[src/rtl/core/rfp_pkg.sv]
// shared types and constants for the range finder frame parser
package rfp_pkg;

    localparam int BYTE_W    = 8;
    localparam int DIST_W    = 32;
    localparam int POS_W     = 3;
    localparam int CFG_IDX_W = 2;

    // configuration register indexes
    localparam logic [CFG_IDX_W-1:0] CFG_SYNC_FIRST  = 2'd0;
    localparam logic [CFG_IDX_W-1:0] CFG_SYNC_SECOND = 2'd1;

    // frame byte positions
    localparam logic [POS_W-1:0] POS_SYNC1  = 3'd0;
    localparam logic [POS_W-1:0] POS_SYNC2  = 3'd1;
    localparam logic [POS_W-1:0] POS_STATUS = 3'd2;
    localparam logic [POS_W-1:0] POS_DIST0  = 3'd3;
    localparam logic [POS_W-1:0] POS_CHECK  = 3'd7;

    localparam logic [BYTE_W-1:0] STATUS_GOOD = 8'h00;

    // what the parser makes of the byte it is looking at
    typedef struct packed {
        logic              emit;
        logic              frame_ok;
        logic [DIST_W-1:0] distance_mm;
    } t_rfp_result;

endpackage

[src/rtl/core/range_frame_parser_unit.sv]
// top level of the range finder frame parser
//
// takes one received byte per beat, hunts for the two-byte sync header set
// by the sync_first / sync_second registers, then gathers status, a 32-bit
// big-endian distance in mm and an 8-bit sum checksum; the eighth byte of a
// frame gives one result beat (frame_ok, distance_mm), all other bytes give
// none. a byte can be accepted every cycle: the incoming byte is held in an
// input register, the parser state updates from it, and the result lands
// in an output register. throughput is one byte per cycle except when the
// output register stalls the input side: it only blocks the input side
// when it holds an untaken result and the byte waiting is a checksum byte.
// config writes take effect on the next byte processed.
module range_frame_parser_unit
    import rfp_pkg::*;
(
    input  logic                 i_clk,
    input  logic                 i_rst_n,
    // byte input channel
    input  logic                 i_in_valid,
    output logic                 o_in_ready,
    input  logic [BYTE_W-1:0]    i_rx_byte,
    // result channel
    output logic                 o_out_valid,
    input  logic                 i_out_ready,
    output logic                 o_frame_ok,
    output logic [DIST_W-1:0]    o_distance_mm,
    // config write port
    input  logic                 i_cfg_we,
    input  logic [CFG_IDX_W-1:0] i_cfg_index,
    input  logic [BYTE_W-1:0]    i_cfg_wdata
);

    logic [BYTE_W-1:0] r_sync_first;
    logic [BYTE_W-1:0] r_sync_second;

    // input register
    logic              r_in_valid;
    logic [BYTE_W-1:0] r_in_byte;

    // output register
    logic              r_out_valid;
    logic              r_out_frame_ok;
    logic [DIST_W-1:0] r_out_distance;

    t_rfp_result res;
    logic        out_free;
    logic        step;

    // config registers, unknown indexes are dropped
    always_ff @(posedge i_clk) begin
        if (!i_rst_n) begin
            r_sync_first  <= '0;
            r_sync_second <= '0;
        end else if (i_cfg_we) begin
            case (i_cfg_index)
                CFG_SYNC_FIRST:  r_sync_first  <= i_cfg_wdata;
                CFG_SYNC_SECOND: r_sync_second <= i_cfg_wdata;
                default: ;
            endcase
        end
    end

    // output slot is free if empty or being drained this cycle
    assign out_free = !r_out_valid || i_out_ready;

    // held byte is consumed unless it makes a result with nowhere to go
    assign step       = r_in_valid && (!res.emit || out_free);
    assign o_in_ready = !r_in_valid || step;

    rfp_parser u_parser (
        .i_clk         (i_clk),
        .i_rst_n       (i_rst_n),
        .i_step        (step),
        .i_byte        (r_in_byte),
        .i_sync_first  (r_sync_first),
        .i_sync_second (r_sync_second),
        .o_res         (res)
    );

    always_ff @(posedge i_clk) begin
        if (!i_rst_n) begin
            r_in_valid <= 1'b0;
        end else if (o_in_ready) begin
            r_in_valid <= i_in_valid;
        end
    end

    always_ff @(posedge i_clk) begin
        if (o_in_ready && i_in_valid) begin
            r_in_byte <= i_rx_byte;
        end
    end

    always_ff @(posedge i_clk) begin
        if (!i_rst_n) begin
            r_out_valid <= 1'b0;
        end else if (out_free) begin
            r_out_valid <= step && res.emit;
        end
    end

    always_ff @(posedge i_clk) begin
        if (step && res.emit) begin
            r_out_frame_ok <= res.frame_ok;
            r_out_distance <= res.distance_mm;
        end
    end

    assign o_out_valid   = r_out_valid;
    assign o_frame_ok    = r_out_frame_ok;
    assign o_distance_mm = r_out_distance;

`ifndef SYNTHESIS
    a_result_loaded: assert property (@(posedge i_clk) disable iff (!i_rst_n)
        (step && res.emit) |=> r_out_valid)
        else $error("completed frame did not reach the output register");

    a_no_overwrite: assert property (@(posedge i_clk) disable iff (!i_rst_n)
        (r_out_valid && !i_out_ready) |-> !(step && res.emit))
        else $error("result overwritten before it was taken");

    a_bad_frame_zero: assert property (@(posedge i_clk) disable iff (!i_rst_n)
        (r_out_valid && !r_out_frame_ok) |-> (r_out_distance == '0))
        else $error("bad frame carries a distance");
`endif

endmodule

[src/rtl/core/rfp_parser.sv]
// frame state and per-byte update of the range finder parser
module rfp_parser
    import rfp_pkg::*;
(
    input  logic              i_clk,
    input  logic              i_rst_n,
    input  logic              i_step,
    input  logic [BYTE_W-1:0] i_byte,
    input  logic [BYTE_W-1:0] i_sync_first,
    input  logic [BYTE_W-1:0] i_sync_second,
    output t_rfp_result       o_res
);

    logic [POS_W-1:0]  r_pos,   n_pos;
    logic              r_armed, n_armed;
    logic [BYTE_W-1:0] r_sum,   n_sum;
    logic              r_zero,  n_zero;
    logic [DIST_W-1:0] r_dist,  n_dist;
    logic              ok;

    always_comb begin
        n_pos   = r_pos;
        n_armed = r_armed;
        n_sum   = r_sum;
        n_zero  = r_zero;
        n_dist  = r_dist;
        if (!r_armed) begin
            if (r_pos == POS_SYNC1 && i_byte == i_sync_first) begin
                n_pos = POS_SYNC2;
            end else if (r_pos == POS_SYNC2 && i_byte == i_sync_second) begin
                n_pos   = POS_STATUS;
                n_armed = 1'b1;
            end else begin
                n_pos = POS_SYNC1;
            end
        end else if (r_pos <= POS_STATUS) begin
            n_sum  = i_byte;
            n_zero = (i_byte == STATUS_GOOD);
            n_dist = '0;
            n_pos  = POS_DIST0;
        end else if (r_pos < POS_CHECK) begin
            n_sum  = r_sum + i_byte;
            n_dist = {r_dist[DIST_W-BYTE_W-1:0], i_byte};
            n_pos  = r_pos + 3'd1;
        end else begin
            n_pos   = POS_SYNC1;
            n_armed = 1'b0;
        end
    end

    assign ok                = r_zero && (r_sum == i_byte);
    assign o_res.emit        = r_armed && (r_pos == POS_CHECK);
    assign o_res.frame_ok    = ok;
    assign o_res.distance_mm = ok ? r_dist : '0;

    always_ff @(posedge i_clk) begin
        if (!i_rst_n) begin
            r_pos   <= POS_SYNC1;
            r_armed <= 1'b0;
            r_sum   <= '0;
            r_zero  <= 1'b0;
            r_dist  <= '0;
        end else if (i_step) begin
            r_pos   <= n_pos;
            r_armed <= n_armed;
            r_sum   <= n_sum;
            r_zero  <= n_zero;
            r_dist  <= n_dist;
        end
    end

`ifndef SYNTHESIS
    a_hunt_pos: assert property (@(posedge i_clk) disable iff (!i_rst_n)
        !r_armed |-> (r_pos == POS_SYNC1 || r_pos == POS_SYNC2))
        else $error("hunt position out of range");

    a_armed_pos: assert property (@(posedge i_clk) disable iff (!i_rst_n)
        r_armed |-> r_pos >= POS_STATUS)
        else $error("armed before header complete");

    a_frame_end: assert property (@(posedge i_clk) disable iff (!i_rst_n)
        (i_step && o_res.emit) |=> (!r_armed && r_pos == POS_SYNC1))
        else $error("parser did not return to hunting after a frame");
`endif

endmodule
[config.mk]
export PLATFORM = sky130hd
export DESIGN_NAME = range_frame_parser_unit
export DESIGN_NICKNAME = d
export VERILOG_FILES = /design/src/rtl/core/rfp_pkg.sv /design/src/rtl/core/range_frame_parser_unit.sv /design/src/rtl/core/rfp_parser.sv
export SDC_FILE = /design/constraint.sdc
export NUM_CORES = 1
export LEC_CHECK = 0
export BUFFER_PORTS_ARGS = -buffer_cell sky130_fd_sc_hd__buf_2
export CELL_PAD_IN_SITES_DETAIL_PLACEMENT = 1
export CELL_PAD_IN_SITES_GLOBAL_PLACEMENT = 1
export CORE_MARGIN = 4
export CORE_UTILIZATION = 49
export DETAILED_ROUTE_END_ITERATION = 6
export PLACE_DENSITY = 0.81
export SLEW_MARGIN = 20
export SYNTH_ARGS = -nofsm -noshare
export SYNTH_HDL_FRONTEND = slang
export SYNTH_SLANG_ARGS = --single-unit
export TNS_END_PERCENT = 30
[constraint.sdc]
create_clock -name i_clk -period 8.5 [get_ports i_clk]
set_input_delay 0 -clock i_clk [delete_from_list [all_inputs] [get_ports i_clk]]
set_output_delay 0 -clock i_clk [all_outputs]
set_load 0.005 [all_outputs]
Word-level counts from Yosys, hierarchy flattened
Index checks and enable logic that the tools add are counted.
Storage, ports and cells
  flip-flop bits (word level): 104
  output and inout port bits: 35
Cells by class
  add/sub/neg operators: 2
  order comparisons: 2
  equal/unequal tests: 6
  mux-type cells: 14
  reductions and logical operators: 21
Operators with widths (count)
  $mux W32: 2
  $eq A8 B8 Y1: 3
  $mux W8: 2
  $mux W3: 4
  $add A8 B8 Y8: 1
  $logic_not A8 Y1: 1
  $logic_and A1 B1 Y1: 7
  $reduce_and A3 Y1: 2
  $mux W1: 5
  $reduce_and A2 Y1: 2
  $add A3 B1 Y3 const B: 1
  $eq A3 B1 Y1 const B: 1
  $eq A3 B3 Y1 const B: 1
  $le A3 B2 Y1 const B: 1
  $logic_not A1 Y1: 3
  $logic_not A3 Y1: 1
  $logic_or A1 B1 Y1: 3
  $lt A3 B3 Y1 const B: 1
  $eq A2 B1 Y1 const B: 1
  $logic_not A2 Y1: 1
  $mux W2: 1
  $reduce_bool A2 Y1: 1

Depth between registers and ports, before layout
Gate-level depths: netlist of run 1.
  depth after elaboration: 7
  gate-level depth with buffers: 9
  gate-level depth less buffers: 8

By module
Synthesis of run 1 repeated with hierarchy kept, for this count alone.
Second synthesis, totals
  cell total of the unflattened synthesis: 453
  area total of the unflattened synthesis: 4744.6 µm²
Modules (own cells, without submodules)
  rfp_parser: instances 1, cells each 337, area an instance 2768.9 µm², seq. area each 900.9 µm²
  range_frame_parser_unit: instances 1, cells each 116, area an instance 1975.6 µm², seq. area each 1591.5 µm²

Least setup slack after synthesis of run 1
No wires, ideal clock.
  path type: reg-to-reg
  start: register u_parser.r_pos[1]
  end: register r_out_distance[0] (netlist: o_distance_mm[0]), enable pin
  library setup time: 0.423 ns
  data arrival time: 2.403 ns
  data required time: 8.077 ns
  slack: 5.674 ns
  stages on the path, launching flop included: 6
  path buffers: 0
  clock period less this slack: 2.826 ns
  cells stage by stage: dfxtp_1 ha_1 ha_1 nand2_1 o21ai_1 nor2_1
On the way
  cells in the longest elaborated chain, start to end: 6
RTL lines
  from (decl): line rfp_parser.sv:14  | logic [POS_W-1:0] r_pos, n_pos;
  from (signal assigned): line rfp_parser.sv:64  | r_pos <= n_pos;
  $eq A3 B3 Y1 (*): line rfp_parser.sv:52  | assign o_res.emit = r_armed && (r_pos == POS_CHECK);
  $logic_and A1 B1 Y1 (*): line rfp_parser.sv:52
  $logic_not A1 Y1: line range_frame_parser_unit.sv:67  | assign step = r_in_valid && (!res.emit || out_free);
  $logic_or A1 B1 Y1: line range_frame_parser_unit.sv:67
  $logic_and A1 B1 Y1: line range_frame_parser_unit.sv:67
  $logic_and A1 B1 Y1 (*): line range_frame_parser_unit.sv:103  | if (step && res.emit) begin
  to (signal assigned): line range_frame_parser_unit.sv:105  | r_out_distance <= res.distance_mm;
  to (decl): line range_frame_parser_unit.sv:43  | logic [DIST_W-1:0] r_out_distance;
Every way passes the cells marked *; elsewhere a longest branch is shown, timed or not.
A chain may end at the register's enable or synchronous reset.

Final worst setup path of run 1
  start: register r_in_byte[0]
  end: register u_parser.r_sum[6]
On the way
  cells in the longest elaborated chain, start to end: 3
RTL lines
  from (decl): line range_frame_parser_unit.sv:38  | logic [BYTE_W-1:0] r_in_byte;
  from (signal assigned): line range_frame_parser_unit.sv:90  | r_in_byte <= i_rx_byte;
  $add A8 B8 Y8: line rfp_parser.sv:42  | n_sum = r_sum + i_byte;
  $mux W8: line rfp_parser.sv:41  | end else if (r_pos < POS_CHECK) begin
  $mux W8: line rfp_parser.sv:36  | end else if (r_pos <= POS_STATUS) begin
  to (signal assigned): line rfp_parser.sv:66  | r_sum <= n_sum;
  to (decl): line rfp_parser.sv:16  | logic [BYTE_W-1:0] r_sum, n_sum;
Every way passes these cells. The select of a mux whose other input is x is not followed.

==> results of run 1 <==
[per-stage QoR]
| stage | util (%) | setup slack (ns) | cells | cell area (um2) |
|---|---|---|---|---|
| 3_5_place_dp | 53.9 | 6.02 | 584 | 4940 |
| 3_3_place_gp | 53.9 | 6.08 | 584 | 4940 |
| 6_report | 57.9 | 5.97 | 617 | 5300 |
| 2_1_floorplan | - | 5.67 | 440 | 4580 |
| 5_1_grt | 57.9 | 5.74 | 617 | 5300 |
| 4_1_cts | 57.9 | 5.98 | 617 | 5300 |
[worst reg2reg max path, stage by stage, from the launching register on]
cell      delay (ns)
edfxtp_1        0.53
ha_1            0.24
inv_1           0.06
fa_1            0.38
and2b_1         0.22
o21a_1          0.13
o21ai_0         0.14
or3b_2          0.48
a311oi_1        0.25
[sequential cells by signal, summed over array words and instances (netlist names), 3 cells and up]
name	flops
o_distance_mm	32
u_parser.r_pos	3
r_sync_second	8
u_parser.r_sum	8
r_in_byte	8
r_sync_first	8
u_parser.r_dist	32
[metal layers]
metal | routed length [um] | track usage, % | up-vias
met2 | 5680 | 38.4 | 60
li1 | - | - | 1672
met1 | 4750 | 25.2 | 1662
met4 | 158 | 5.72 | 0
met5 | 0 | 0 | -
met3 | 321 | 3.27 | 11
[final cells by class]
class                           instances  area [um2]  area share, %
Clock buffer                            9         124           2.34
Inverter                                9        33.8          0.638
Timing Repair Buffer                   78         485           9.17
Multi-Input combinational cell        299        1960           36.9
Tap cell                              111         139           2.62
Clock inverter                          7        65.1           1.23
Sequential cell                       104        2490           47.1
[logic make-up (layout without fill, tap and decap cells)]
group	count (synthesis)	count (layout)
and+or+nand+nor	171	171
muxes	16	16
adders and majority gates	13	13
DFF	104	104
xor gates and xnor gates	18	18
buffers and inverters	37	103
AOI/OAI and AO/OA	81	81
[worst paths after layout]
path / startpoint / end / slack [ns]
setup / recovery: r_in_byte[0] / u_parser.r_sum[6] / 5.97
hold / removal: i_out_ready / o_out_valid / 0.06
setup reg to reg: r_in_byte[0] / u_parser.r_sum[6] / 5.97
hold reg to reg: u_parser.r_dist[31] / u_parser.r_dist[31] / 0.46
[cells in the final DEF, fill, tap and decap left out, types with 2 or more instances in the layout]
cell           synthesis  final
a211oi_1               5      5
a21boi_0              24     24
a21oi_1               19     19
a311oi_1               2      2
a31oi_1                2      2
and2_1                32     32
buf_2                  8     57
buf_4                  0      4
clkbuf_8               0      9
clkinv_4               0      4
dfxtp_1               63     63
dlygate4sd3_1          0     17
edfxtp_1              41     41
ha_1                  12     12
inv_1                  8      8
inv_8                  0      2
mux2i_1               16     16
nand2_1               42     42
nand2b_1               3      3
nand3_1               39     39
nand4_1                3      3
nor2_1                10      9
nor2b_1               19     18
nor3_1                 6      6
nor4_1                 5      5
o21a_1                 7      7
o21ai_0                9      9
or3_2                  2      2
xnor2_1               15     15
xor2_1                 3      3
[power breakdown]
| part | internal, W | switching (W) | leakage, nW |
|---|---|---|---|
| clock network | 0.000113 | 0.000184 | 0.0934 |
| logic | 0.0000260 | 0.0000236 | 1.01 |
| registers | 0.000521 | 0.0000112 | 0.966 |
[timing repair]
item	in CTS	in global routing
hold buffers	17	0
resized for setup	0	0
endpoints found under the hold margin	25	0
==> impl_metrics.yaml, run 1 <==
outcome:
  status: "complete, no violations"
timing:
  fin_skew_ns: 0.0133
  whs_ns: 0.0603
  finalHoldViolCount: 0
  slew_viol_final: 0
  relSlewSlack_pct: 39.2
  period_share_pct: 29.7
  fmax_ghz: 0.396
  rsz0062_at_grt: "false"
  setup_viol: 0
  tns_ns: 0
  min_period_ns: 2.53
  tightest_slew_ns: 0.910
logic_synthesis:
  synth_edf_count: 41
  synth-simple-area-share_pct: 19.6
  synth.area.top_cells: "dfxtp_1 28%, edfxtp_1 27%, and2_1 4.4%, nand3_1 4.3%, a21boi_0 3.9%"
  syn-instance-count: 440
  ys_seq_area_share_pct: 54.4
  syn_area_um2: 4580
  ys.flop_type: "dfxtp_1"
  synth_top_area_share_pct: 27.5
  synthDistinctLibCells: 53
  synth-compound-area-share_pct: 12.0
  syn_avg_cell_area_um2: 10.4
  synth-xor-area-share_pct: 3.44
  synth_top_family_by_area: "simple AND/OR/NAND/NOR gates"
  yosysMostFrequentCell: "dfxtp_1"
  synth-adder-area-share_pct: 3.71
  ys_ff_latch: 104
  netlist_top_cells_count: "63 x dfxtp_1, 42 x nand2_1, 41 x edfxtp_1"
  yosysTopAreaCell: "dfxtp_1"
  syn_nets: 476
  yosysWarnings: 0
  synthMuxAreaShare_pct: 3.50
  synthArstFlopShare_pct: 0
placed_design:
  hpwl_um: 7220
  place.gp.congestion: 0.895
  io_buffer_count: 57
grt:
  grt_max_degree: 48
  grt_pass1_vias: 3577
  grt_use_total_pct: 20.9
  grt_pass1_wl_um: 18300
  grt_overflow: 0
  antenna_found_initial: 0
critical_path:
  worst-r2r-cell-count: 8
  path_depth: 8
  endpoint_kind: "register"
  timing_worst_setup_path_type: "reg -> reg"
  path_buf_inv: 1
  crit_family: "simple AND/OR/NAND/NOR gates"
  cp_max_fo: 6
  cp.arrival_ns: 2.79
  cp_slowest_cell: "edfxtp_1"
  critPathLaunchType: "register"
  worst_ep_required_time_ns: 8.76
  slowest_delay_ns: 0.53
  cp_cell_sequence: "ha_1 -> inv_1 -> fa_1 -> and2b_1 -> o21a_1 -> o21ai_0 -> or3b_2 -> a311oi_1"
clock_tree:
  clk_pin_slew_ns: 0.11
  post_cts_buffers: 0
  clkSinkCount: 104
  clockRootBuffer: "clkbuf_8"
  cts_max_level: 3
  clockBufferDepth: 2
  numCtsBuffers: 9
  clkLatencyLatePin_ns: 0.37
  cts_tree: "yes"
floorplan:
  start_util_pct: 50.1
  die_w_um: 105
  die_h_um: 105
  dieArea_um2: 11000
  core_um2: 9150
  rows: 35
  io_pins: 58
power_and_ir_drop:
  power.total_w: 0.000878
  vdd_drop_max_uv: 98.3
  powerDensity_nw_per_um2: 166
  leakagePower_nw: 2.07
hold_path:
  hold_depth: 3
  hp-class: "in -> reg"
finish:
  syn2layout_area_growth_pct: 15.6
  nets: 537
  drive_above_1_share_pct: 16.8
  fillers: 1018
  antenna_cells: 0
route:
  viasPerCell: 5.52
  dr.pass1.iters: 4
  ant_nets: 0
  remaining_drc_errors: 0
  drt_wl_total_um: 10900
  drt_first_iter_violations: 160
  num_vias: 3405
  wire_per_inst_um: 17.7
job:
  maxCapViolCount: 0
Power figures use the tool's default switching activity.
==> inputs of run 2 (changes only) <==
--- a/config.mk
+++ b/config.mk
@@ -9,9 +9,9 @@
 export CELL_PAD_IN_SITES_DETAIL_PLACEMENT = 1
 export CELL_PAD_IN_SITES_GLOBAL_PLACEMENT = 1
 export CORE_MARGIN = 4
-export CORE_UTILIZATION = 49
+export CORE_UTILIZATION = 41
 export DETAILED_ROUTE_END_ITERATION = 6
-export PLACE_DENSITY = 0.81
+export PLACE_DENSITY = 0.72
 export SLEW_MARGIN = 20
 export SYNTH_ARGS = -nofsm -noshare
 export SYNTH_HDL_FRONTEND = slang
==> constraint.sdc (replaced) <==
create_clock -name i_clk -period 2.2 [get_ports i_clk]
set_input_delay 0 -clock i_clk [delete_from_list [all_inputs] [get_ports i_clk]]
set_output_delay 0 -clock i_clk [all_outputs]
set_load 0.005 [all_outputs]
==> run 2 against run 1 <==
Compared with the run above:
- global-route usage down 2.9 points
- power rose to 3.8 times the previous value
- count of clock-buffer cells in the layout unchanged
- clock skew down 0.0024 ns
- core utilization down 6.7 points
- clock power rose to 3.7 times the previous value
- largest power group unchanged
==> impl_metrics.yaml, run 2 (synthesis gave the netlist of run 1 again) <==
clock_tree:
  numCtsBuffers: 9
  clkSinkCount: 104
  clk_pin_slew_ns: 0.10
  cts_max_level: 3
  clockBufferDepth: 2
  clockRootBuffer: "clkbuf_8"
  clkLatencyLatePin_ns: 0.37
  cts_tree: "yes"
critical_path:
  cp_max_fo: 5
  worst-r2r-cell-count: 7
  r2r_setup_slack_ns: 0.08
  critPathLaunchType: "register"
  endpoint_kind: "register"
  crit_path_start: "r_in_byte[1]"
  worst_ep_required_time_ns: 2.46
  cp.arrival_ns: 2.37
  timing_worst_setup_path_type: "reg -> reg"
  rr_startpoint: "r_in_byte[1]"
  rr_endpoint: "u_parser.r_sum[7]"
  crit_path_end: "u_parser.r_sum[7]"
route:
  dr.pass1.iters: 4
  viasPerCell: 5.30
  wl_met3_um: 409
  drt_wl_total_um: 11200
  wire_per_inst_um: 16.7
  route.met2.wl_um: 5820
  num_vias: 3542
  ant_nets: 0
  wl_met1_um: 4820
  remaining_drc_errors: 0
  drt_first_iter_violations: 130
  route.top_layer_used: "met4"
timing:
  finalHoldViolCount: 0
  relSlewSlack_pct: 46.7
  fin_skew_ns: 0.0109
  fmax_ghz: 0.472
  min_period_ns: 2.12
  tightest_slew_ns: 0.798
  tns_ns: 0
  setup_viol: 0
  whs_ns: 0.0665
  slew_viol_final: 0
  period_share_pct: 96.3
floorplan:
  dieArea_um2: 12900
  io_pins: 58
  core_um2: 10900
  die_w_um: 114
  die_h_um: 114
  rows: 38
  start_util_pct: 42.1
placed_design:
  hpwl_um: 7830
  place.gp.congestion: 0.874
  io_buffer_count: 57
grt:
  grt_pass1_wl_um: 18400
  grt_use_total_pct: 18.0
  grt_overflow: 0
  antenna_found_initial: 0
  grt_pass1_vias: 3649
  grt_max_degree: 47
finish:
  final_cell_mix: "63 x dfxtp_1, 57 x buf_2, 42 x nand2_1"
  syn2layout_area_growth_pct: 21.6
  antenna_cells: 0
  nets: 559
  fillers: 1231
  final_common_cell: "dfxtp_1"
  drive_above_1_share_pct: 22.0
hold_path:
  min_from: "i_out_ready"
  hp-class: "in -> reg"
power_and_ir_drop:
  leakagePower_nw: 2.18
  powerDensity_nw_per_um2: 607
  vdd_drop_max_uv: 312
job:
  maxCapViolCount: 0
outcome:
  status: "complete, no violations"
==> run 2: worst min path at each step <==
stage,end,slack [ns],depth (start not counted)
6_report,o_out_valid,0.07,3
5_1_grt,o_out_valid,0.08,3
4_1_cts,o_out_valid,0.03,3
3_5_place_dp,r_in_byte[1],0.18,1
3_3_place_gp,r_in_byte[1],0.18,1
2_1_floorplan,r_in_byte[0],0.1,0
==> run 2: area by class of cell <==
cell class | count | area (um2) | share of cell area [%]
Timing Repair Buffer | 100 | 701 | 12.6
Clock inverter | 7 | 53.8 | 0.966
Sequential cell | 104 | 2490 | 44.7
Inverter | 9 | 33.8 | 0.606
Clock buffer | 9 | 124 | 2.22
Multi-Input combinational cell | 299 | 1990 | 35.8
Tap cell | 140 | 175 | 3.14
==> run 2: what timing repair did <==
action                                  CTS  global route
endpoints found under the setup margin    1            26
resized for setup                         6             6
pin swaps                                 5             5
hold endpoints to repair                 25             0
hold buffers                             17             0
cloned                                    0             0
buffers inserted                          2             2
==> run 2: layer usage <==
| layer | GRT usage (%) | up-vias |
|---|---|---|
| li1 | - | 1715 |
| met1 | 21.7 | 1728 |
| met2 | 32.5 | 84 |
| met3 | 3.45 | 15 |
| met4 | 5.21 | 0 |
| met5 | 0 | - |
==> run 2: metrics by stage <==
stage / setup WS, ns / total power (W) / util [%] / std cells / area, um2
6_report: 0.0807 / 0.00338 / 51.2 / 668 / 5570
5_1_grt: -0.000389 / 0.00352 / 51.2 / 668 / 5570
4_1_cts: 0.0310 / 0.00342 / 50.8 / 666 / 5530
3_5_place_dp: -0.0837 / 0.00229 / 47.4 / 631 / 5160
3_3_place_gp: 0.0368 / 0.00228 / 47.4 / 631 / 5160
2_1_floorplan: -0.0187 / 0.00220 / - / 440 / 4590
==> run 2: worst max-delay path: stages, from the launching register on <==
cell       delay (ns)
edfxtp_1         0.43
buf_4            0.17
ha_1             0.30
a21o_1           0.20
and3_2           0.25
o2111a_1         0.25
a2111oi_2        0.34
a211oi_1         0.09
==> run 2: report_power, final <==
group / switching [W] / internal, W / leakage, nW
Combinational: 0.000122 / 0.000122 / 1.14
Sequential: 0.0000185 / 0.00201 / 0.966
Clock: 0.000683 / 0.000422 / 0.0827
Total: 0.000823 / 0.00256 / 2.18
